==> src/rtl/core/assert_macros.svh <==
// Assertion macros used by the top level of the SOR cell update core.
`ifndef ASSERT_MACROS_SVH
`define ASSERT_MACROS_SVH

// Same-cycle implication, checked on every rising clock edge outside reset.
`define DSOR_ASSERT_IMP(lbl, clk, rst_n, ante, cons) \
	lbl: assert property (@(posedge clk) disable iff (!rst_n) (ante) |-> (cons)) \
		else $error("assertion failed: same-cycle implication");

// Next-cycle implication, checked on every rising clock edge outside reset.
`define DSOR_ASSERT_NEXT(lbl, clk, rst_n, ante, cons) \
	lbl: assert property (@(posedge clk) disable iff (!rst_n) (ante) |=> (cons)) \
		else $error("assertion failed: next-cycle implication");

`endif

==> src/rtl/core/dsor_pkg.sv <==
// Shared widths, types and constants of the SOR cell update core.
package dsor_pkg;

	// field widths
	localparam int POT_W      = 18;
	localparam int EPS_W      = 12;
	localparam int RELAX_W    = 15;
	localparam int RELAX_FRAC = 14;
	localparam logic [RELAX_W-1:0] RELAX_ONE = RELAX_W'(1) << RELAX_FRAC;

	// weighted sums and divider
	localparam int PROD_W     = POT_W + EPS_W;
	localparam int NUM_W      = PROD_W + 1;
	localparam int DEN_W      = EPS_W + 1;
	localparam int GUARD_W    = 16;
	localparam int DVD_W      = NUM_W + GUARD_W;
	localparam int QUO_W      = 36;
	localparam int DIV_BPS    = 4;
	localparam int DIV_STAGES = QUO_W / DIV_BPS;
	localparam int REM_W      = DEN_W;

	// blend
	localparam int SQ_W        = QUO_W + 1;
	localparam int OLD_SHIFT   = GUARD_W + 1;
	localparam int DIFF_W      = SQ_W + 2;
	localparam int PROD2_W     = DIFF_W + RELAX_W + 1;
	localparam int TOT_W       = PROD2_W + 1;
	localparam int FINAL_SHIFT = OLD_SHIFT + RELAX_FRAC;
	localparam int RND_W       = TOT_W - FINAL_SHIFT;

	typedef logic signed [POT_W-1:0] pot_t;
	typedef logic [EPS_W-1:0] eps_t;

	localparam pot_t POT_MAX = {1'b0, {(POT_W-1){1'b1}}};
	localparam pot_t POT_MIN = {1'b1, {(POT_W-1){1'b0}}};

	// per-cell data that bypasses the arithmetic
	typedef struct packed {
		pot_t centre;
		logic hold;
		logic zflag;
	} side_t;

	// one axis of the divider: partial remainder, dividend/quotient shift word, divisor, sign
	typedef struct packed {
		logic [REM_W-1:0] rem;
		logic [QUO_W-1:0] work;
		logic [DEN_W-1:0] den;
		logic             neg;
	} lane_t;

	typedef struct packed {
		lane_t hor;
		lane_t ver;
		side_t side;
	} div_item_t;

endpackage

==> src/rtl/core/dsor_div.sv <==
// Pipelined restoring divider, both axes side by side, DIV_BPS quotient bits per stage.
module dsor_div (
	input  logic                clk,
	input  logic                arst_n,
	input  logic                in_valid,
	output logic                in_ready,
	input  dsor_pkg::div_item_t in_item,
	output logic                out_valid,
	input  logic                out_ready,
	output dsor_pkg::div_item_t out_item
);

	localparam int LAST = dsor_pkg::DIV_STAGES - 1;

	logic                vld_s [dsor_pkg::DIV_STAGES];
	logic                rdy   [dsor_pkg::DIV_STAGES];
	dsor_pkg::div_item_t div_s [dsor_pkg::DIV_STAGES];

	// DIV_BPS shift-compare-subtract steps; quotient bits enter work at the bottom
	function automatic dsor_pkg::lane_t div_step(dsor_pkg::lane_t l);
		logic [dsor_pkg::REM_W:0] trial;
		dsor_pkg::lane_t r;
		r = l;
		for (int i = 0; i < dsor_pkg::DIV_BPS; i++) begin
			trial  = {r.rem, r.work[dsor_pkg::QUO_W-1]};
			r.work = {r.work[dsor_pkg::QUO_W-2:0], 1'b0};
			if (trial >= {1'b0, r.den}) begin
				trial     = trial - {1'b0, r.den};
				r.work[0] = 1'b1;
			end
			r.rem = trial[dsor_pkg::REM_W-1:0];
		end
		return r;
	endfunction

	for (genvar k = 0; k < dsor_pkg::DIV_STAGES; k++) begin : g_stage
		dsor_pkg::div_item_t src;
		logic src_v;
		logic nxt_rdy;

		if (k == 0) begin : g_first
			assign src   = in_item;
			assign src_v = in_valid;
		end else begin : g_rest
			assign src   = div_s[k-1];
			assign src_v = vld_s[k-1];
		end

		if (k == LAST) begin : g_last
			assign nxt_rdy = out_ready;
		end else begin : g_mid
			assign nxt_rdy = rdy[k+1];
		end

		assign rdy[k] = !vld_s[k] || nxt_rdy;

		always_ff @(posedge clk or negedge arst_n) begin
			if (!arst_n) vld_s[k] <= 1'b0;
			else if (rdy[k]) vld_s[k] <= src_v;
		end

		always_ff @(posedge clk) begin
			if (rdy[k] && src_v) begin
				div_s[k].hor  <= div_step(src.hor);
				div_s[k].ver  <= div_step(src.ver);
				div_s[k].side <= src.side;
			end
		end
	end

	assign in_ready  = rdy[0];
	assign out_valid = vld_s[LAST];
	assign out_item  = div_s[LAST];

endmodule

==> config.mk <==
export PLATFORM = sky130hd
export DESIGN_NAME = dsor_div
export DESIGN_NICKNAME = d
export VERILOG_FILES = /design/src/rtl/core/assert_macros.svh /design/src/rtl/core/dsor_pkg.sv /design/src/rtl/core/dsor_div.sv
export SDC_FILE = /design/constraint.sdc
export NUM_CORES = 2
export LEC_CHECK = 0
export BUFFER_PORTS_ARGS = -buffer_cell sky130_fd_sc_hd__buf_2
export CORE_ASPECT_RATIO = 1.2
export CORE_MARGIN = 2
export CORE_UTILIZATION = 55
export CTS_CLUSTER_SIZE = 16
export DETAILED_ROUTE_END_ITERATION = 10
export GPL_TIMING_DRIVEN = 0
export PLACE_DENSITY = 0.8
export SETUP_SLACK_MARGIN = 0.2
export SYNTH_ARGS = -nofsm -noshare
export SYNTH_HDL_FRONTEND = slang
export SYNTH_SLANG_ARGS = --single-unit
==> constraint.sdc <==
create_clock -name clk -period 13.85 [get_ports clk]
set_input_delay 1.385 -clock clk [delete_from_list [all_inputs] [get_ports clk]]
set_output_delay 1.385 -clock clk [all_outputs]
set_load 0.02 [all_outputs]
After elaboration in Yosys (flattened, before gate mapping)
Memories as Yosys holds them, arrays and structs flattened.
Cells that the tools add are included.
- register bits after elaboration: 9
- bits in latches: 0
- RAM bits: 1314
- ROM bits: 0
- bits of input ports: 150
- output and inout port bits: 148
- word-level logic and storage cells: 487
- memories kept: 1
- memory list (name ; depth ; bits a word ; rd ports ; clocked after Yosys merged registers in ; wr ports ; RTL line ; source):
    div_s ; 9 ; 146 ; 9 ; 0 ; 9 ; dsor_div.sv:17 ; dsor_pkg::div_item_t div_s [dsor_pkg::DIV_STAGES];
- add/sub/neg operators: 72
- multiply operators: 0
- div/mod/pow operators: 0
- order comparisons: 72
- eq/ne operators: 0
- shift operators: 0
- mux-type cells: 306
- bitwise logic cells: 0
- reduce and logical (&&, ||, !) cells: 27
- operator list (cell ; number):
    13-bit two-way mux ; 144
    14-bit by 13-bit greater-or-equal comparator with 1-bit output ; 72
    13-bit subtractor ; 72
    1-bit two-way mux ; 162
    1-bit logical AND ; 9
    1-bit logical NOT ; 9
    1-bit logical OR ; 9

Depth between registers and ports, before layout
- depth in word-level cells: 21
- mapped depth: 49
- mapped depth without buffers: 45

Least setup slack after synthesis
OpenSTA, ideal clock, no wires.
- path type: reg-to-reg
- from: mem div_s[4][85] (netlist bit)
- to: mem div_s[5][139] (netlist bit), data pin
- setup time: 0.261 ns
- arrival: 10.270 ns
- data required time: 13.589 ns
- slack: 3.319 ns
- cell stages (with the launch flop): 42
- path buffers: 4
- clock period less this slack: 10.531 ns
- path through: edfxtp_1 > inv_1 > fa_1 > a21o_1 > a21oi_1 > a21oi_1 > o21ai_1 > clkbuf_1 > mux2_2 > ha_1 > nor2b_1 > o21ai_0 > a21oi_1 > o221ai_1 > o21ai_0 > a221o_1 > nor2_1 > clkbuf_1 > (+6 left out) > o31ai_1 > o211ai_1 > nor3_1 > nor2_1 > clkbuf_1 > mux2i_1 > ha_1 > nor2b_1 > o21ai_0 > nand2b_1 > nor2b_1 > a2111oi_0 > o21ai_0 > a211oi_1 > nor4b_1 > nor2b_1 > buf_2 > a221o_1
- RTL lines (item ; RTL line):
    start: declaration ; dsor_div.sv:17

==> summary.txt <==
Run status
  – Result of the run: complete, no violations

Worst setup path
  – Crit path from: div_s[6][93]
  – Worst Path Max Fanout: 10
  – Most used cell along the critical path: sky130_fd_sc_hd__o21ai_0
  – R2R depth: 47
  – Endpoint kind of the worst setup timing path: flip-flop
  – Category of the most critical setup path: reg2reg
  – Critical path startpoint category: flip-flop
  – Worst R2R Start: div_s[6][93]
  – Stage delay of the slowest cell on the critical path: 0.64 ns
  – Required time of the critical path: 14.40 ns
  – Critical Path Slowest Stage Cell: sky130_fd_sc_hd__a211oi_1
  – Data arrival time of the critical path: 13.39 ns

Floorplanning
  – Die Ht: 454 um
  – Effective utilization at floorplan: 55.2%
  – Row cnt: 165
  – Area of the placeable core: 0.168 sq mm
  – Number of I/O pins: 298
  – DIE WIDTH: 379 um
  – Die ar.: 0.172 sq mm

Timing
  – Final setup violation count: 0
  – Rel. slew slack: 31.9%
  – Transition at the pin with the smallest max-transition slack: 1.01 ns
  – Clock period minus final worst setup slack: 12.83 ns
  – Final Skew: 0.0220 ns
  – Share of the clock period used by the worst path: 92.7%
  – Slack of the critical path: 1.02 ns
  – Unrepaired setup endpoints after global routing: false
  – Final-report max-slew violation count: 0
  – Final hold slack: 0.404 ns
  – Fin. Hold Viols: 0
  – Highest clock frequency the design can meet: 77.9 MHz

Routing
  – Wire length on met1: 104000 um
  – Metal3 WL: 13700 um
  – WL final: 250000 um
  – Total length of routed met2 wires: 122000 um
  – Total via count after detailed routing: 71200
  – Final antenna-violating net count: 0
  – Remaining routing DRC violations: 0
  – Mean number of vias per cell: 6.14
  – Number of detailed-routing iterations run before antenna repair: 6
  – Routed wire length per instance: 21.5 um
  – DRC marker count from the first detailed-route iteration: 5537
  – Uppermost layer routed: met5

Logic synthesis
  – Sequential cell area fraction in the yosys report: 42.7%
  – Yosys warning count: 0
  – Mean area per synthesized cell: 10.6 sq um
  – Mapped Area: 0.0929 sq mm
  – Synth Register Bits: 1323
  – Syn_nets: 9922
  – Leading register cell type out of synthesis: sky130_fd_sc_hd__edfxtp_1
  – Synthesized netlist cell count: 8764
  – Async set-or-reset flop fraction in the synthesized netlist: 0.680%
  – Post-synth EDFFs: 1314
  – Unique cell type count in the Yosys netlist: 104

Flow run
  – Count of max-cap constraint violations: 0

Clock network
  – Clock-pin slew on the worst setup and hold paths: 0.07 ns
  – CTS Buffer Depth: 3
  – Maximum level of the CTS H-tree: 4
  – Root buf cell: sky130_fd_sc_hd__clkbuf_16
  – TritonCTS Buffers: 138
  – Sink count of the clock tree: 1323
  – Insertion delay of the later-clocked pin in the worst-skew pair: 0.82 ns
  – Number of buffers inserted by post-CTS setup repair: 0
  – Post-CTS Hold Buffers: 0
  – TritonCTS clock tree: yes

Hold path
  – Worst min-delay path startpoint: div_s[2][105]
  – Number of cells traversed by the worst hold path: 0
  – Hold WC Path Type: reg2reg

GRT
  – Number of global-route vias before repair: 69900
  – Pin count of the biggest net entering global routing: 65
  – Global-route wire length before repair: 385000 um
  – Total overflow reported by the global router: 0
  – Antenna violations before repair: 10
  – GRT Overall Usage: 28.4%

Layout
  – Commonest cells after routing, fill and taps aside: sky130_fd_sc_hd__edfxtp_1 (1314), sky130_fd_sc_hd__ha_1 (936), sky130_fd_sc_hd__a21oi_1 (633)
  – Area added between synthesis and finish: 10.7%
  – Most common cell after layout, fill and taps aside: sky130_fd_sc_hd__edfxtp_1
  – Final #Nets: 10400
  – Ratio of cells with drive above 1 in the final layout: 11.6%

Placement
  – Final weighted congestion in routability-driven placement: 0.955
  – Port Buf Inserts: 297
  – Estimated wirelength of the detail-placed design: 195000 um
  – Worst setup slack after placement: 0.201 ns
==> cells in the mapped netlist, drive strengths merged, types with 46 or more instances <==
master | count | area [sq um]
a211oi | 80 | 606
a21o | 213 | 1600
a21oi | 635 | 3190
a221o | 52 | 521
a31oi | 59 | 369
and2 | 48 | 300
and3 | 50 | 318
buf | 50 | 270
clkbuf | 89 | 334
edfxtp | 1314 | 39500
fa | 72 | 1440
ha | 936 | 11700
inv | 625 | 2350
mux2 | 386 | 4370
mux2i | 110 | 1100
nand2 | 545 | 2050
nand2b | 142 | 888
nand3 | 127 | 636
nand4 | 157 | 982
nor2 | 554 | 2080
nor2b | 180 | 1130
nor3 | 168 | 862
o211ai | 54 | 415
o21a | 157 | 1180
o21ai | 546 | 2740
o221ai | 47 | 412
o31a | 46 | 403
o31ai | 54 | 405
or2 | 48 | 300
or3 | 64 | 400
xnor2 | 405 | 3550
xor2 | 237 | 2080
==> routing by layer <==
metal,global-route usage (%),up-vias
li1,-,33900
met1,35.9,34400
met2,49.3,2420
met3,3.38,539
met4,11.6,10
met5,0,-
==> metrics by stage <==
step / setup TNS (ns) / cell area [sq um] / std cells / util, %
2_1_floorplan: 0 / 92900 / 8764 / -
3_3_place_gp: -658.52 / 97300 / 11300 / 57.8
3_5_place_dp: 0 / 98200 / 11400 / 58.4
4_1_cts: 0 / 103000 / 11600 / 61.2
5_1_grt: 0 / 103000 / 11600 / 61.2
6_report: 0 / 103000 / 11600 / 61.2
==> registers in the layout, summed over array words and instances, names as in the netlist <==
signal         count
g_stage.src_v      8
div_s           1314
out_valid          1
==> critical path, delay by kind of cell (launching register included) <==
family          cells  cell delay, ns
mux                 1            0.29
simple gates       12            2.54
flops               1            0.48
fa+ha+maj           4            1.31
buf+inv             9            2.67
compound gates     21            5.25
==> cell type report <==
class                   instances  area, sq um
inverters                     628         2360
clock buffers                 153         3550
fillers                     13500        65300
well taps                    2254         2820
multi-input cells            6674        50400
plain buffers                 139          608
repair buffers                336         2420
diodes                          2         5.00
flip-flops and latches       1323        39700
clock inverters                93         1100
==> what timing repair did <==
item | 4_1_cts | 5_1_grt
pin swaps | 0 | 0
resized for setup | 1 | 14
cloned | 0 | 0
setup endpoints to repair | 7 | 32
==> cell families after synthesis <==
logic type	Yosys count	share of synthesized area, %
and+or+nand+nor	2225	11.9
adders and majority gates	1008	14.2
muxes	496	5.89
xor gates and xnor gates	642	6.05
buffers and inverters	767	3.19
AOI/OAI and AO/OA	2303	16.2
DFF	1323	42.7
==> path summary, 6_finish.rpt <==
check / to / slack (ns)
max: div_s[7][144] / 1.02
min: div_s[3][109] / 0.40
max in group asynchronous: g_stage[8].src_v / 13.26
max reg2reg: div_s[7][144] / 1.02
min in group asynchronous: g_stage[2].src_v / 0.41
min reg2reg: div_s[3][109] / 0.40
Power is not shown: default switching activity piles up to over one toggle a cycle in this logic, so the estimate is an artifact.
