$ cat src/rtl/core/assert_macros.svh
// Assertion macros used by the top level of the SOR cell update core.
`ifndef ASSERT_MACROS_SVH
`define ASSERT_MACROS_SVH

// Same-cycle implication, checked on every rising clock edge outside reset.
`define DSOR_ASSERT_IMP(lbl, clk, rst_n, ante, cons) \
	lbl: assert property (@(posedge clk) disable iff (!rst_n) (ante) |-> (cons)) \
		else $error("assertion failed: same-cycle implication");

// Next-cycle implication, checked on every rising clock edge outside reset.
`define DSOR_ASSERT_NEXT(lbl, clk, rst_n, ante, cons) \
	lbl: assert property (@(posedge clk) disable iff (!rst_n) (ante) |=> (cons)) \
		else $error("assertion failed: next-cycle implication");

`endif

$ cat src/rtl/core/dsor_pkg.sv
// Shared widths, types and constants of the SOR cell update core.
package dsor_pkg;

	// field widths
	localparam int POT_W      = 18;
	localparam int EPS_W      = 12;
	localparam int RELAX_W    = 15;
	localparam int RELAX_FRAC = 14;
	localparam logic [RELAX_W-1:0] RELAX_ONE = RELAX_W'(1) << RELAX_FRAC;

	// weighted sums and divider
	localparam int PROD_W     = POT_W + EPS_W;
	localparam int NUM_W      = PROD_W + 1;
	localparam int DEN_W      = EPS_W + 1;
	localparam int GUARD_W    = 16;
	localparam int DVD_W      = NUM_W + GUARD_W;
	localparam int QUO_W      = 36;
	localparam int DIV_BPS    = 4;
	localparam int DIV_STAGES = QUO_W / DIV_BPS;
	localparam int REM_W      = DEN_W;

	// blend
	localparam int SQ_W        = QUO_W + 1;
	localparam int OLD_SHIFT   = GUARD_W + 1;
	localparam int DIFF_W      = SQ_W + 2;
	localparam int PROD2_W     = DIFF_W + RELAX_W + 1;
	localparam int TOT_W       = PROD2_W + 1;
	localparam int FINAL_SHIFT = OLD_SHIFT + RELAX_FRAC;
	localparam int RND_W       = TOT_W - FINAL_SHIFT;

	typedef logic signed [POT_W-1:0] pot_t;
	typedef logic [EPS_W-1:0] eps_t;

	localparam pot_t POT_MAX = {1'b0, {(POT_W-1){1'b1}}};
	localparam pot_t POT_MIN = {1'b1, {(POT_W-1){1'b0}}};

	// per-cell data that bypasses the arithmetic
	typedef struct packed {
		pot_t centre;
		logic hold;
		logic zflag;
	} side_t;

	// one axis of the divider: partial remainder, dividend/quotient shift word, divisor, sign
	typedef struct packed {
		logic [REM_W-1:0] rem;
		logic [QUO_W-1:0] work;
		logic [DEN_W-1:0] den;
		logic             neg;
	} lane_t;

	typedef struct packed {
		lane_t hor;
		lane_t ver;
		side_t side;
	} div_item_t;

endpackage

$ cat src/rtl/core/dsor_front.sv
// Front end: permittivity-weighted sums, divisors and divider setup.
module dsor_front (
	input  logic                clk,
	input  logic                arst_n,
	input  logic                in_valid,
	output logic                in_ready,
	input  dsor_pkg::pot_t      left_pot,
	input  dsor_pkg::pot_t      top_pot,
	input  dsor_pkg::pot_t      right_pot,
	input  dsor_pkg::pot_t      bottom_pot,
	input  dsor_pkg::pot_t      centre_pot,
	input  dsor_pkg::eps_t      left_eps,
	input  dsor_pkg::eps_t      top_eps,
	input  dsor_pkg::eps_t      right_eps,
	input  dsor_pkg::eps_t      bottom_eps,
	input  logic                is_conductor,
	input  logic                is_interior,
	output logic                out_valid,
	input  logic                out_ready,
	output dsor_pkg::div_item_t out_item
);

	logic signed [dsor_pkg::PROD_W-1:0] prod_l_s1, prod_r_s1, prod_t_s1, prod_b_s1;
	logic [dsor_pkg::DEN_W-1:0] den_h_s1, den_v_s1;
	dsor_pkg::pot_t centre_s1;
	logic calc_s1;
	logic v_s1, v_s2;
	logic ready_s1, ready_s2;
	dsor_pkg::div_item_t item_s2;
	dsor_pkg::div_item_t item_d;
	logic zero_d;

	// potential times permittivity, both extended to the product width
	function automatic logic signed [dsor_pkg::PROD_W-1:0] wprod(dsor_pkg::pot_t p,
			dsor_pkg::eps_t e);
		logic signed [dsor_pkg::PROD_W-1:0] px;
		logic signed [dsor_pkg::PROD_W-1:0] ex;
		px = dsor_pkg::PROD_W'(p);
		ex = dsor_pkg::PROD_W'($signed({1'b0, e}));
		return px * ex;
	endfunction

	// sign/magnitude split and dividend with the half-divisor rounding term
	function automatic dsor_pkg::lane_t lane_init(logic signed [dsor_pkg::PROD_W-1:0] pa,
			logic signed [dsor_pkg::PROD_W-1:0] pb, logic [dsor_pkg::DEN_W-1:0] den);
		logic signed [dsor_pkg::NUM_W-1:0] num;
		logic [dsor_pkg::NUM_W-1:0] mag;
		logic [dsor_pkg::DVD_W-1:0] dvd;
		dsor_pkg::lane_t l;
		num = dsor_pkg::NUM_W'(pa) + dsor_pkg::NUM_W'(pb);
		mag = num[dsor_pkg::NUM_W-1] ? dsor_pkg::NUM_W'(-num) : dsor_pkg::NUM_W'(num);
		dvd = {mag, dsor_pkg::GUARD_W'(den[dsor_pkg::DEN_W-1:1])};
		// top bits are below the divisor since the quotient fits QUO_W bits
		l.rem  = dsor_pkg::REM_W'(dvd[dsor_pkg::DVD_W-1:dsor_pkg::QUO_W]);
		l.work = dvd[dsor_pkg::QUO_W-1:0];
		l.den  = den;
		l.neg  = num[dsor_pkg::NUM_W-1];
		return l;
	endfunction

	// backpressure chain
	assign ready_s2 = !v_s2 || out_ready;
	assign ready_s1 = !v_s1 || ready_s2;
	assign in_ready = ready_s1;

	always_ff @(posedge clk or negedge arst_n) begin
		if (!arst_n) begin
			v_s1 <= 1'b0;
			v_s2 <= 1'b0;
		end else begin
			if (ready_s1) v_s1 <= in_valid;
			if (ready_s2) v_s2 <= v_s1;
		end
	end

	// stage 1: products and divisors
	always_ff @(posedge clk) begin
		if (ready_s1 && in_valid) begin
			prod_l_s1 <= wprod(left_pot, left_eps);
			prod_r_s1 <= wprod(right_pot, right_eps);
			prod_t_s1 <= wprod(top_pot, top_eps);
			prod_b_s1 <= wprod(bottom_pot, bottom_eps);
			den_h_s1  <= dsor_pkg::DEN_W'(left_eps) + dsor_pkg::DEN_W'(right_eps);
			den_v_s1  <= dsor_pkg::DEN_W'(top_eps) + dsor_pkg::DEN_W'(bottom_eps);
			centre_s1 <= centre_pot;
			calc_s1   <= !is_conductor && is_interior;
		end
	end

	// stage 2: numerators, special cases
	always_comb begin
		zero_d = (den_h_s1 == '0) || (den_v_s1 == '0);
		item_d.hor = lane_init(prod_l_s1, prod_r_s1, den_h_s1);
		item_d.ver = lane_init(prod_t_s1, prod_b_s1, den_v_s1);
		item_d.side.centre = centre_s1;
		item_d.side.hold   = !calc_s1 || zero_d;
		item_d.side.zflag  = calc_s1 && zero_d;
	end

	always_ff @(posedge clk) begin
		if (ready_s2 && v_s1) item_s2 <= item_d;
	end

	assign out_valid = v_s2;
	assign out_item  = item_s2;

endmodule

$ cat config.mk
export PLATFORM = sky130hd
export DESIGN_NAME = dsor_front
export DESIGN_NICKNAME = d
export VERILOG_FILES = /design/src/rtl/core/assert_macros.svh /design/src/rtl/core/dsor_pkg.sv /design/src/rtl/core/dsor_front.sv
export SDC_FILE = /design/constraint.sdc
export NUM_CORES = 2
export LEC_CHECK = 0
export BUFFER_PORTS_ARGS = -buffer_cell sky130_fd_sc_hd__buf_2
export CAP_MARGIN = 15
export CORE_ASPECT_RATIO = 1.2
export CORE_MARGIN = 1.5
export CORE_UTILIZATION = 51
export CTS_CLUSTER_SIZE = 12
export DETAILED_ROUTE_END_ITERATION = 6
export PLACE_DENSITY = 0.7
export RECOVER_POWER = 25
export SYNTH_ARGS = -nofsm -noshare
export SYNTH_HDL_FRONTEND = slang
export SYNTH_SLANG_ARGS = --single-unit
export TNS_END_PERCENT = 5
$ cat constraint.sdc
create_clock -name clk -period 4.7 [get_ports clk]
set_input_delay 0.235 -clock clk [delete_from_list [all_inputs] [get_ports clk]]
set_output_delay 0.235 -clock clk [all_outputs]
set_load 0.01 [all_outputs]
Word-level counts from Yosys, hierarchy flattened
Index checks and enable logic that the tools add are counted.

word-level totals
  flip-flop bits (word level) = 301
  input port bits = 144
  output and inout bits = 148
  logic and storage cells = 49

cells by class
  add/subtract/negate cells = 6
  multiply operators = 4
  muxes and demuxes = 2
  reductions and logical operators = 14

operator list
  cell                                            count
  18-bit by 13-bit multiplier with 30-bit output  4
  30-bit by 30-bit adder with 31-bit output       2
  31-bit negation                                 2
  30-bit two-way mux                              2
  12-bit by 12-bit adder with 13-bit output       2
  13-bit zero test                                2
  1-bit logical AND                               4
  1-bit zero test                                 4
  1-bit logical OR                                4

Logic depth before layout (Yosys ltp)
  depth in word-level cells = 4
  gate-level depth with buffers = 24
  gate-level depth less buffers = 22

Worst setup path after synthesis
OpenSTA, ideal clock, no wires.

  kind = input to register
  start point = input port right_eps[7]
  end point = register prod_r_s1[29] (netlist bit) (data pin)
  setup time = 0.260 ns
  data arrival time = 5.664 ns
  required time = 4.440 ns
  setup slack = -1.225 ns
  stages = 22
  path buffers = 2
  cells stage by stage = clkbuf_1 clkbuf_1 nand2_1 fa_1 inv_1 fa_1 fa_1 fa_1 inv_1 fa_1 inv_1 ha_1 a21o_1 a21oi_1 a2bb2oi_1 a21boi_0 o21bai_1 a211o_1 or3_1 a31o_2 a31oi_1 xnor2_1

between the ends
  longest elaborated chain between the ends = 1

RTL lines
  what                                            line              text
  start, declared                                 dsor_front.sv:14  input dsor_pkg::eps_t right_eps,
  18-bit by 13-bit multiplier with 30-bit output  dsor_front.sv:40  return px * ex;
  end signal, assigned                            dsor_front.sv:80  prod_r_s1 <= wprod(right_pot, right_eps);
  end, declared                                   dsor_front.sv:23  logic signed [dsor_pkg::PROD_W-1:0] prod_l_s1, prod_r_s1, prod_t_s1, prod_b_s1;

No other way between the ends.
A chain may end at the register's enable or synchronous reset.

Worst setup path after layout
  start point = input port right_eps[1]
  end point = register prod_r_s1[29] (netlist bit) (data pin)

Same word-level chain as after synthesis.

==> summary.txt <==
Detailed routing
  – Detailed Route Iter0 Violations: 1783
  – First-pass DRT Iterations: 5
  – DRT Wirelength: 111 mm
  – Via Count: 34300
  – DR vias/cell: 5.17
  – Routed Antenna Nets: 0
  – DR WL/cell: 16.7 um
  – Number of remaining DRC errors: 0

Run status
  – Failing checks: setup timing
  – Outcome: complete, but fails checks

Setup path
  – Crit-path slowest cell: fa_1
  – FF-to-FF setup slack: 0.23 ns
  – Worst stage delay on the critical path: 0.53 ns
  – WS Path Type: input port to register
  – R2R Path End: out_item[143]
  – Critical Path RT: 5.05 ns
  – Worst Reg-to-Reg Cells: 12
  – CP startpoint: right_eps[1]
  – Reg2Reg Launch Point: prod_l_s1[0]
  – Crit path buf inv count: 6
  – Most used cell along the critical path: fa_1
  – Crit end category: register
  – Largest delay share family, worst path: adder cells
  – WP depth: 22
  – Worst setup path endpoint: prod_r_s1[29]
  – Startpoint types: input port
  – Cell breakdown of the critical path: buf_12 -> buf_8 -> and2_4 -> fa_1 -> inv_1 -> fa_1 -> inv_2 -> fa_1 -> fa_1 -> inv_2 -> fa_1 -> inv_2 -> ha_4 -> o21a_1 -> o21ai_2 -> a2111o_1 -> o21bai_4 -> a211o_1 -> or3_4 -> a31o_4 -> a31oi_4 -> xnor2_2
  – Worst Path Arrival: 5.39 ns
  – Max Fanout on Critical Path: 5

CTS
  – Sink Count: 277
  – CTS buffer count: 31
  – Skew-Pair Late Insertion Delay: 0.60 ns
  – CTS Root Cell: clkbuf_16
  – Maximum clock path buffer count: 3
  – Clock-pin transition on the worst setup and hold timing paths: 0.06 ns
  – CTS H-tree depth: 1
  – CTS tree: done

Logic synthesis
  – Syn Area/Cell: 9.49 um^2
  – Sequential area share after synthesis: 18.3%
  – #FFs+latches synth: 277
  – Yosys warns: 0
  – EDFF count, synth: 275
  – Ys flop type: edfxtp_1
  – Cells after Synth: 4787
  – Ys async rst share: 0.722%
  – Synthesized cell area: 45400 um^2
  – Yosys cell types: 80

Place
  – Port bufs: 279
  – GP Congestion: 0.935
  – Placement Cell Area: 52300 um^2
  – Post-DP HPWL: 95.8 mm

STA
  – Setup WS post-layout: -0.344 ns
  – Skew final: 0.0200 ns
  – RSZ-0062 raised after global routing: yes
  – Final min period: 5.04 ns
  – Fin. Hold Viols: 0
  – Final Cycle Share: 107%
  – Highest clock rate: 198 MHz
  – Setup Viol. Count Final: 15
  – Slew @ Worst Pin: 1.00 ns
  – Slew Viols, Final: 0
  – Setup TNS Final: -1.85 ns
  – Slew margin rel.: 33.2%

Worst hold path
  – Hold Crit Class: input port to register

Floorplanning
  – Die Width: 276 um
  – Height of the die: 330 um
  – # IOs: 292
  – Initial Utilization: 51.6%
  – Rows: 119
  – CORE AREA: 88000 um^2
  – Die ar.: 90900 um^2

Global routing
  – Total global routing track utilization: 25.3%
  – Remaining global-route overflow: 0
  – Pin count of the biggest net entering global routing: 122
  – Number of global-route vias before repair: 36800
  – Initial antenna violation count: 9
  – First-pass GRT wire length: 183 mm

Layout
  – Area Overhead vs Synth: 18.5%
  – Fin area: 53900 um^2
  – Final #Nets: 6759
  – Fill count: 7447
  – Leading cell types in the layout, fill and taps excluded: inv_1 (1107), fa_1 (774), nand2_1 (545)
  – Layout cells sized above 1: 19.1%
  – Most common cell after layout, fill and taps aside: inv_1

Flow run
  – Max-Cap Viols: 0
-- area by class of cell --
| type | count | area [um^2] | area share [%] |
|---|---|---|---|
| multi-input combinational | 3190 | 32900 | 61.1 |
| clock inverter | 10 | 80.1 | 0.149 |
| sequential | 277 | 8310 | 15.4 |
| antenna | 4 | 10.0 | 0.0186 |
| tap | 1149 | 1440 | 2.67 |
| inverter | 1119 | 4200 | 7.80 |
| clock buffer | 43 | 841 | 1.56 |
| timing repair buffer | 854 | 6060 | 11.3 |
-- flip-flops by register name (all words and copies together), names as in the netlist --
name       flops
prod_l_s1     30
prod_b_s1     30
prod_r_s1     30
den_h_s1      13
v_s1           1
out_item     110
den_v_s1      13
calc_s1        1
out_valid      1
prod_t_s1     30
centre_s1     18
-- repair_timing --
| action | CTS | global route |
|---|---|---|
| endpoints found under the hold margin | 23 | 0 |
| endpoints found under the setup margin | 25 | 50 |
| hold buffers | 24 | 0 |
| pin swaps | 14 | 28 |
| cloned | 0 | 1 |
| setup buffers | 0 | 2 |
| gates resized for setup | 34 | 76 |
-- routing by layer --
metal	share of wire, %	global-route usage [%]	routed length (um)	vias to the layer above
met4	2.8	7.28	3160	2
met1	42	32.7	46400	17300
met3	4.4	2.13	4860	202
met5	0.013	0	14	-
li1	-	-	-	16000
met2	51	45.3	56800	779
-- stage by stage --
stage / setup WS, ns / utilization (%) / instances / hold slack (ns)
after floorplan: -0.670 / - / 4798 / -0.0606
after global placement: -1.00 / 59.4 / 6562 / 0.0293
after detailed placement: -1.12 / 59.4 / 6562 / 0.0258
after CTS: -0.345 / 60.8 / 6639 / 0.0625
after global routing: -0.525 / 61.2 / 6645 / 0.0796
final: -0.344 / 61.2 / 6646 / 0.0296
-- worst min path at each step --
stage | cells past startpoint | start | slack [ns] | to
3_3_place_gp | 1 | arst_n | 0.03 | out_valid
3_5_place_dp | 1 | arst_n | 0.03 | out_valid
4_1_cts | 2 | is_interior | 0.06 | calc_s1
6_report | 2 | is_interior | 0.03 | calc_s1
5_1_grt | 2 | is_interior | 0.08 | calc_s1
2_1_floorplan | 0 | arst_n | -0.06 | out_valid
-- cells in the mapped netlist, types with 18 or more instances --
| library cell | number | area (um^2) |
|---|---|---|
| a211oi_1 | 24 | 180 |
| a21o_1 | 65 | 488 |
| a21oi_1 | 147 | 736 |
| a31oi_1 | 18 | 113 |
| and2_1 | 409 | 2560 |
| and3_1 | 20 | 125 |
| buf_4 | 37 | 278 |
| clkbuf_1 | 172 | 646 |
| edfxtp_1 | 275 | 8260 |
| fa_1 | 784 | 15700 |
| ha_1 | 358 | 4480 |
| inv_1 | 1119 | 4200 |
| nand2_1 | 554 | 2080 |
| nand3_1 | 34 | 170 |
| nand4_1 | 19 | 119 |
| nor2_1 | 115 | 432 |
| nor2b_1 | 19 | 119 |
| nor3_1 | 49 | 245 |
| o21a_1 | 25 | 188 |
| o21ai_0 | 85 | 425 |
| o21bai_1 | 28 | 210 |
| xnor2_1 | 170 | 1490 |
| xor2_1 | 62 | 543 |
-- cells by family (layout without fill, tap and decap cells) --
| kind of cell | after synthesis | count (layout) | synth area share [%] |
|---|---|---|---|
| other cells | 1 | 16 | 0.00825 |
| fa+ha+maj | 1142 | 1142 | 44.4 |
| simple gates | 1303 | 1303 | 14.3 |
| compound gates | 494 | 494 | 7.05 |
| buf+inv | 1331 | 2026 | 11.3 |
| flops | 277 | 277 | 18.3 |
| mux | 7 | 7 | 0.160 |
| xor+xnor | 232 | 232 | 4.47 |
Power is left out: the tool's default activity adds up to more than one toggle a clock period on the data nets, which glitch-free logic cannot reach.
