===== config.mk =====
export PLATFORM = sky130hd
export DESIGN_NAME = dsor_blend
export DESIGN_NICKNAME = d
export VERILOG_FILES = /design/src/rtl/core/assert_macros.svh /design/src/rtl/core/dsor_pkg.sv /design/src/rtl/core/dsor_blend.sv
export SDC_FILE = /design/constraint.sdc
export NUM_CORES = 2
export LEC_CHECK = 0
export ABC_AREA = 0
export BUFFER_PORTS_ARGS = -buffer_cell sky130_fd_sc_hd__buf_2
export CORE_ASPECT_RATIO = 0.7
export CORE_MARGIN = 2
export CORE_UTILIZATION = 45
export CTS_CLUSTER_DIAMETER = 100
export CTS_CLUSTER_SIZE = 10
export DETAILED_ROUTE_END_ITERATION = 10
export PLACE_DENSITY = 0.7
export SYNTH_ARGS = -nofsm -noshare
export SYNTH_HDL_FRONTEND = slang
export SYNTH_SLANG_ARGS = --single-unit
export TNS_END_PERCENT = 20

===== constraint.sdc =====
create_clock -name clk -period 6.8 [get_ports clk]
set_input_delay 0.68 -clock clk [delete_from_list [all_inputs] [get_ports clk]]
set_output_delay 0.68 -clock clk [all_outputs]
set_load 0.02 [all_outputs]

===== src/rtl/core/assert_macros.svh =====
// Assertion macros used by the top level of the SOR cell update core.
`ifndef ASSERT_MACROS_SVH
`define ASSERT_MACROS_SVH

// Same-cycle implication, checked on every rising clock edge outside reset.
`define DSOR_ASSERT_IMP(lbl, clk, rst_n, ante, cons) \
	lbl: assert property (@(posedge clk) disable iff (!rst_n) (ante) |-> (cons)) \
		else $error("assertion failed: same-cycle implication");

// Next-cycle implication, checked on every rising clock edge outside reset.
`define DSOR_ASSERT_NEXT(lbl, clk, rst_n, ante, cons) \
	lbl: assert property (@(posedge clk) disable iff (!rst_n) (ante) |=> (cons)) \
		else $error("assertion failed: next-cycle implication");

`endif


===== src/rtl/core/dsor_pkg.sv =====
// Shared widths, types and constants of the SOR cell update core.
package dsor_pkg;

	// field widths
	localparam int POT_W      = 18;
	localparam int EPS_W      = 12;
	localparam int RELAX_W    = 15;
	localparam int RELAX_FRAC = 14;
	localparam logic [RELAX_W-1:0] RELAX_ONE = RELAX_W'(1) << RELAX_FRAC;

	// weighted sums and divider
	localparam int PROD_W     = POT_W + EPS_W;
	localparam int NUM_W      = PROD_W + 1;
	localparam int DEN_W      = EPS_W + 1;
	localparam int GUARD_W    = 16;
	localparam int DVD_W      = NUM_W + GUARD_W;
	localparam int QUO_W      = 36;
	localparam int DIV_BPS    = 4;
	localparam int DIV_STAGES = QUO_W / DIV_BPS;
	localparam int REM_W      = DEN_W;

	// blend
	localparam int SQ_W        = QUO_W + 1;
	localparam int OLD_SHIFT   = GUARD_W + 1;
	localparam int DIFF_W      = SQ_W + 2;
	localparam int PROD2_W     = DIFF_W + RELAX_W + 1;
	localparam int TOT_W       = PROD2_W + 1;
	localparam int FINAL_SHIFT = OLD_SHIFT + RELAX_FRAC;
	localparam int RND_W       = TOT_W - FINAL_SHIFT;

	typedef logic signed [POT_W-1:0] pot_t;
	typedef logic [EPS_W-1:0] eps_t;

	localparam pot_t POT_MAX = {1'b0, {(POT_W-1){1'b1}}};
	localparam pot_t POT_MIN = {1'b1, {(POT_W-1){1'b0}}};

	// per-cell data that bypasses the arithmetic
	typedef struct packed {
		pot_t centre;
		logic hold;
		logic zflag;
	} side_t;

	// one axis of the divider: partial remainder, dividend/quotient shift word, divisor, sign
	typedef struct packed {
		logic [REM_W-1:0] rem;
		logic [QUO_W-1:0] work;
		logic [DEN_W-1:0] den;
		logic             neg;
	} lane_t;

	typedef struct packed {
		lane_t hor;
		lane_t ver;
		side_t side;
	} div_item_t;

endpackage


===== src/rtl/core/dsor_blend.sv =====
// Back end: signed axis means, relaxation blend, rounding and saturation.
module dsor_blend (
	input  logic                         clk,
	input  logic                         arst_n,
	input  logic [dsor_pkg::RELAX_W-1:0] relax_coeff,
	input  logic                         in_valid,
	output logic                         in_ready,
	input  dsor_pkg::div_item_t          in_item,
	output logic                         out_valid,
	input  logic                         out_ready,
	output dsor_pkg::pot_t               new_pot,
	output logic                         zero_divisor
);

	localparam logic [dsor_pkg::TOT_W-1:0] ROUND_HALF =
		dsor_pkg::TOT_W'(1) << (dsor_pkg::FINAL_SHIFT - 1);
	localparam logic [dsor_pkg::RND_W-1:0] POS_LIM =
		dsor_pkg::RND_W'((2 ** (dsor_pkg::POT_W - 1)) - 1);
	localparam logic [dsor_pkg::RND_W-1:0] NEG_LIM =
		dsor_pkg::RND_W'(2 ** (dsor_pkg::POT_W - 1));

	logic v_s1, v_s2, v_s3, v_s4, v_s5;
	logic ready_s1, ready_s2, ready_s3, ready_s4, ready_s5;

	logic signed [dsor_pkg::SQ_W-1:0]    sq_h_s1, sq_v_s1;
	logic signed [dsor_pkg::DIFF_W-1:0]  diff_s2;
	logic signed [dsor_pkg::PROD2_W-1:0] prod_s3;
	logic signed [dsor_pkg::TOT_W-1:0]   total_s4;
	dsor_pkg::side_t side_s1, side_s2, side_s3, side_s4;
	dsor_pkg::pot_t  pot_s5;
	logic            zflag_s5;

	logic signed [dsor_pkg::SQ_W-1:0]    qh_d, qv_d;
	logic signed [dsor_pkg::DIFF_W-1:0]  old_d;
	logic signed [dsor_pkg::PROD2_W-1:0] relax_x, diff_x;
	logic [dsor_pkg::TOT_W-1:0]          rnd_d;
	logic [dsor_pkg::RND_W-1:0]          mag_d;
	logic                                neg_d;
	dsor_pkg::pot_t                      sat_d;

	// backpressure chain
	assign ready_s5 = !v_s5 || out_ready;
	assign ready_s4 = !v_s4 || ready_s5;
	assign ready_s3 = !v_s3 || ready_s4;
	assign ready_s2 = !v_s2 || ready_s3;
	assign ready_s1 = !v_s1 || ready_s2;
	assign in_ready = ready_s1;

	always_ff @(posedge clk or negedge arst_n) begin
		if (!arst_n) begin
			v_s1 <= 1'b0;
			v_s2 <= 1'b0;
			v_s3 <= 1'b0;
			v_s4 <= 1'b0;
			v_s5 <= 1'b0;
		end else begin
			if (ready_s1) v_s1 <= in_valid;
			if (ready_s2) v_s2 <= v_s1;
			if (ready_s3) v_s3 <= v_s2;
			if (ready_s4) v_s4 <= v_s3;
			if (ready_s5) v_s5 <= v_s4;
		end
	end

	// stage 1: apply sign to each axis quotient
	assign qh_d = $signed({1'b0, in_item.hor.work});
	assign qv_d = $signed({1'b0, in_item.ver.work});

	always_ff @(posedge clk) begin
		if (ready_s1 && in_valid) begin
			sq_h_s1 <= in_item.hor.neg ? -qh_d : qh_d;
			sq_v_s1 <= in_item.ver.neg ? -qv_d : qv_d;
			side_s1 <= in_item.side;
		end
	end

	// stage 2: twice the target (sum of the axis means) minus the scaled old value
	assign old_d = dsor_pkg::DIFF_W'(side_s1.centre) <<< dsor_pkg::OLD_SHIFT;

	always_ff @(posedge clk) begin
		if (ready_s2 && v_s1) begin
			diff_s2 <= dsor_pkg::DIFF_W'(sq_h_s1) + dsor_pkg::DIFF_W'(sq_v_s1) - old_d;
			side_s2 <= side_s1;
		end
	end

	// stage 3: relaxation multiply
	assign relax_x = dsor_pkg::PROD2_W'($signed({1'b0, relax_coeff}));
	assign diff_x  = dsor_pkg::PROD2_W'(diff_s2);

	always_ff @(posedge clk) begin
		if (ready_s3 && v_s2) begin
			prod_s3 <= relax_x * diff_x;
			side_s3 <= side_s2;
		end
	end

	// stage 4: add old value at full scale
	always_ff @(posedge clk) begin
		if (ready_s4 && v_s3) begin
			total_s4 <= dsor_pkg::TOT_W'(prod_s3)
				+ (dsor_pkg::TOT_W'(side_s3.centre) <<< dsor_pkg::FINAL_SHIFT);
			side_s4  <= side_s3;
		end
	end

	// stage 5: round half away from zero, saturate, pick held value
	always_comb begin
		neg_d = total_s4[dsor_pkg::TOT_W-1];
		rnd_d = neg_d ? (ROUND_HALF - dsor_pkg::TOT_W'(total_s4))
			: (dsor_pkg::TOT_W'(total_s4) + ROUND_HALF);
		mag_d = rnd_d[dsor_pkg::TOT_W-1:dsor_pkg::FINAL_SHIFT];
		if (!neg_d) begin
			sat_d = (mag_d > POS_LIM) ? dsor_pkg::POT_MAX : mag_d[dsor_pkg::POT_W-1:0];
		end else begin
			sat_d = (mag_d > NEG_LIM) ? dsor_pkg::POT_MIN : -mag_d[dsor_pkg::POT_W-1:0];
		end
	end

	always_ff @(posedge clk) begin
		if (ready_s5 && v_s4) begin
			pot_s5   <= side_s4.hold ? side_s4.centre : sat_d;
			zflag_s5 <= side_s4.zflag;
		end
	end

	assign out_valid    = v_s5;
	assign new_pot      = pot_s5;
	assign zero_divisor = zflag_s5;

endmodule


-- Word-level counts from Yosys, hierarchy flattened
Cells that the tools add are included.
- register bits: 328
- bits of input ports: 165
- output and inout bits: 21
- word-level logic and storage cells: 59
- add/sub/neg operators: 8
- $mul: 1
- order comparisons: 2
- muxes and demuxes: 7
- reduce and logical (&&, ||, !) cells: 15
- operators by type and width (operator ; count):
    36-bit negation with 37-bit output ; 2
    18-bit 2-to-1 mux ; 4
    36-bit 2-to-1 mux ; 2
    55-bit by 49-bit adder with 56-bit output ; 1
    56-bit by 31-bit adder with 56-bit output, second input constant ; 1
    56-bit 2-to-1 mux ; 1
    31-bit by 56-bit subtractor with 56-bit output, first input constant ; 1
    16-bit by 39-bit multiplier with 55-bit output ; 1
    38-bit by 35-bit subtractor with 39-bit output ; 1
    37-bit by 37-bit adder with 38-bit output ; 1
    25-bit by 17-bit greater-than comparator with 1-bit output, second input constant ; 1
    25-bit by 18-bit greater-than comparator with 1-bit output, second input constant ; 1
    18-bit negation ; 1
    1-bit logical AND ; 5
    1-bit logical NOT ; 5
    1-bit logical OR ; 5

-- Longest topological paths before layout
- depth after elaboration: 7
- mapped depth: 26
- gate-level depth less buffers: 24

-- Least setup slack after synthesis
No wires, ideal clock.
- path type: input -> register
- from: input port relax_coeff[9] (netlist name)
- to: register prod_s3[52] (netlist name) (data pin)
- library setup time: 0.207 ns
- arrival time: 6.893 ns
- data required time: 6.593 ns
- slack: -0.300 ns
- cell stages on the path: 22
- buffers on the path: 2
- cell sequence: clkbuf_1 clkbuf_1 nand2_1 fa_1 inv_1 fa_1 fa_1 fa_1 fa_1 inv_1 fa_1 inv_1 ha_1 nand4_1 or3_1 a2111oi_0 nor3_1 a211oi_1 o2111ai_1 a21oi_1 mux2i_1 a2111oi_0
- cells in the longest elaborated chain, start to end: 1
- RTL lines (what ; line ; source):
    from (decl) ; dsor_blend.sv:5 ; input logic [dsor_pkg::RELAX_W-1:0] relax_coeff,
    16-bit by 39-bit multiplier with 55-bit output ; dsor_blend.sv:93 ; prod_s3 <= relax_x * diff_x;
    to (signal assigned) ; dsor_blend.sv:93 ;
    to (decl) ; dsor_blend.sv:27 ; logic signed [dsor_pkg::PROD2_W-1:0] prod_s3;
Every way passes these cells.
A chain may end at the register's enable or synchronous reset.

-- Worst setup path in the final report
- from: register diff_s2[5] (netlist name)
- to: register prod_s3[53] (netlist name) (data pin)
- cells in the longest elaborated chain, start to end: 1
- RTL lines (what ; line ; source):
    from (decl) ; dsor_blend.sv:26 ; logic signed [dsor_pkg::DIFF_W-1:0] diff_s2;
    from (signal assigned) ; dsor_blend.sv:82 ; diff_s2 <= dsor_pkg::DIFF_W'(sq_h_s1) + dsor_pkg::DIFF_W'(sq_v_s1) - old_d;
    16-bit by 39-bit multiplier with 55-bit output ; dsor_blend.sv:93 ;
Every way passes these cells.

==> results.sh <==
export IMPL_status="finished, final reports clean"
export IMPL_synth_top_family_by_area="adder cells"
export IMPL_async_flop_share_pct=1.52
export IMPL_hold_violations=0
export IMPL_antenna_found_initial=4
export IMPL_ant_nets=0
export IMPL_cp_end_kind="register"
export IMPL_synth_compound_area_share_pct=8.84
export IMPL_cts_made_buffers=38
export IMPL_die_area_um2=87100
export IMPL_ys_types=85
export IMPL_drive_gt1_share_pct=12.1
export IMPL_worst_slew_pin_slew_ns=1.08
export IMPL_design_area_um2=42900
export IMPL_cp_required_ns=7.11
export IMPL_cpPeakStageDelay_ns=0.56
export IMPL_drcViolationCount=0
export IMPL_synth_edf_count=323
export IMPL_cap_violations=0
export IMPL_tritoncts="yes"
export IMPL_htree_levels=2
export IMPL_grt_overflow_total=0
export IMPL_synthAdderAreaFrac_pct=36.7
export IMPL_maxSlewHeadroom_pct=27.6
export IMPL_grt_pass1_wl_mm=143
export IMPL_numClockSinks=328
export IMPL_drtIter0Drc=2220
export IMPL_syn_area_per_cell_um2=9.88
export IMPL_maxSlewViolCount=0
export IMPL_synth_main_ff_cell="edfxtp_1"
export IMPL_critical_path_peak_fanout=9
export IMPL_start_util_pct=45.3
export IMPL_grt_pass1_vias=27100
export IMPL_synth_top_cell_area_share_pct=29.7
export IMPL_fmax_ghz=0.151
export IMPL_critPathMostFrequentCell="fa_1"
export IMPL_syn_inst=3858
export IMPL_place_area_um2=41500
export IMPL_ys_warn_count=0
export IMPL_cts_root_buf="clkbuf_16"
export IMPL_core_um2=84100
export IMPL_synth_xor_area_share_pct=4.62
export IMPL_die_height_um=247
export IMPL_num_rows=89
export IMPL_path_class="register to register"
export IMPL_area_growth_pct=12.6
export IMPL_cts_max_path_buffers=3
export IMPL_skew_ns=0.0348
export IMPL_hold_class="primary input to register"
export IMPL_fin_crit_sh_pct=97.6
export IMPL_place_gp_congestion=0.920
export IMPL_netlist_area_um2=38100
export IMPL_synthMuxAreaShare_pct=0.0821
export IMPL_path_buf_inv=7
export IMPL_whs_ns=0.298
export IMPL_ys_seq_area_share_pct=25.8
export IMPL_rsz0062_at_grt="true"
export IMPL_synth_area_leaders="fa_1, edfxtp_1, inv_1"
export IMPL_path_clk_slew_ns=0.05
export IMPL_synth_top_cell_by_area="fa_1"
export IMPL_gr_usage_all_layers_pct=20.5
export IMPL_timing_final_setup_violations=0
export IMPL_wl_per_cell_um=16.4
export IMPL_grt_max_degree=85
export IMPL_drt_total_wl_mm=86.6
export IMPL_ios=186
export IMPL_critical_path_top_delay_family="adder cells"
export IMPL_cp_arrival_ns=6.94
export IMPL_dp_hpwl_mm=72.7
export IMPL_fillerInstances=7537
export IMPL_vias_per_cell=5.12
export IMPL_port_buffers=133
export IMPL_utilization_pct=51.0
export IMPL_synth_simple_area_share_pct=14.4
export IMPL_crit_slowest_cell="fa_1"
export IMPL_cp_start_kind="register"
export IMPL_ys_seq_elements=328
export IMPL_synth_nets=4802
export IMPL_layout_min_cycle_time_ns=6.64
export IMPL_insertion_delay_ns=0.57
export IMPL_dr_pass1_iters=6
export IMPL_nets=5083
export IMPL_die_x_um=352
export IMPL_num_vias=27100
## flip-flops by register name (all words and copies together) (netlist names)
register and count:
side_s2 20, v_s4 1, diff_s2 39, out_valid 1
old_d 18, v_s1 1, side_s3 20, v_s2 1
new_pot 18, side_s4 20, sq_h_s1 37, prod_s3 55
total_s4 56, zero_divisor 1, sq_v_s1 37, v_s3 1
side_s1 2
## layer usage
metal,part of all wire [%],track usage (%)
met3,9.9,6.06
met1,49,32.0
met4,0.93,2.73
met2,40,28.4
met5,0.036,0
## repair_timing
action                     in CTS  in global routing
pin swaps                       0                 35
setup endpoints to repair       4                 18
hold buffers                    1                  0
hold endpoints to repair        5                  0
gates resized for setup         6                 42
buffers inserted                3                 14
## logic make-up (layout without fill, tap and decap cells)
logic type	count (synthesis)	count (layout)
compound gates	491	491
other cells	0	3
xor+xnor	201	201
simple gates	1091	1091
mux	3	3
flops	328	328
fa+ha+maj	779	779
buf+inv	965	1256
## cell usage in the layout, fill, tap and decap left out, types with 56 or more instances in the layout
master and count:
a21o_1 56, o21ai_0 75, a21oi_1 106, ha_1 210
and2_1 240, inv_1 813, buf_4 248, buf_2 132
xnor2_1 168, fa_1 566, nand2_1 470, edfxtp_1 323
nor2_1 91
## worst register-to-register path: cells and delay by family (launching register included)
family                     cells  cell delay (ns)
DFF                            1             0.40
buffers and inverters          7             0.69
AOI/OAI and AO/OA              6             1.14
adders and majority gates      7             3.41
xor gates and xnor gates       1             0.13
and+or+nand+nor                4             0.60
## cells in the mapped netlist, types with 21 or more instances
cell type	count
nand3_1	41
nand2_1	471
nor2_1	93
inv_1	813
nand4_1	25
nor4_1	23
nor3_1	47
o31ai_1	28
and2_1	246
xor2_1	33
xnor2_1	168
a21o_1	56
a21oi_1	114
nand2b_1	29
fa_1	566
a31oi_1	21
or3_1	21
o21bai_1	21
o21ai_0	77
edfxtp_1	323
clkbuf_1	144
ha_1	213
## final timing paths
kind / slack, ns / endpoint / cells past startpoint / start
min in group asynchronous: 0.47 / out_valid / 2 / arst_n
max in group asynchronous: 6.19 / v_s2 / 2 / arst_n
setup reg to reg: 0.16 / prod_s3[53] / 25 / diff_s2[5]
hold reg to reg: 0.41 / total_s4[27] / 0 / prod_s3[27]
hold / removal: 0.30 / side_s1[1] / 1 / in_item[1]
setup / recovery: 0.16 / prod_s3[53] / 25 / diff_s2[5]
## area by class of cell
| type | count | area [um2] | share of cell area (%) |
|---|---|---|---|
| multi-input combinational | 2565 | 24900 | 58.0 |
| clock buffer | 49 | 1010 | 2.36 |
| antenna | 3 | 7.51 | 0.0175 |
| tap | 1137 | 1420 | 3.32 |
| timing repair buffer | 393 | 2700 | 6.29 |
| inverter | 813 | 3050 | 7.11 |
| sequential | 328 | 9820 | 22.9 |
| clock inverter | 1 | 8.76 | 0.0204 |
## stage by stage
stage	cells	worst slack (ns)	TNS, ns
2_1_floorplan	3858	0.00460	0
3_3_place_gp	5218	-0.505	-5.28
3_5_place_dp	5218	-0.646	-6.92
4_1_cts	5272	-0.0198	-0.0198
5_1_grt	5286	-0.168	-0.419
6_report	5289	0.164	0
Power is not shown: default switching activity piles up to over one toggle a cycle in this logic, so the estimate is an artifact.
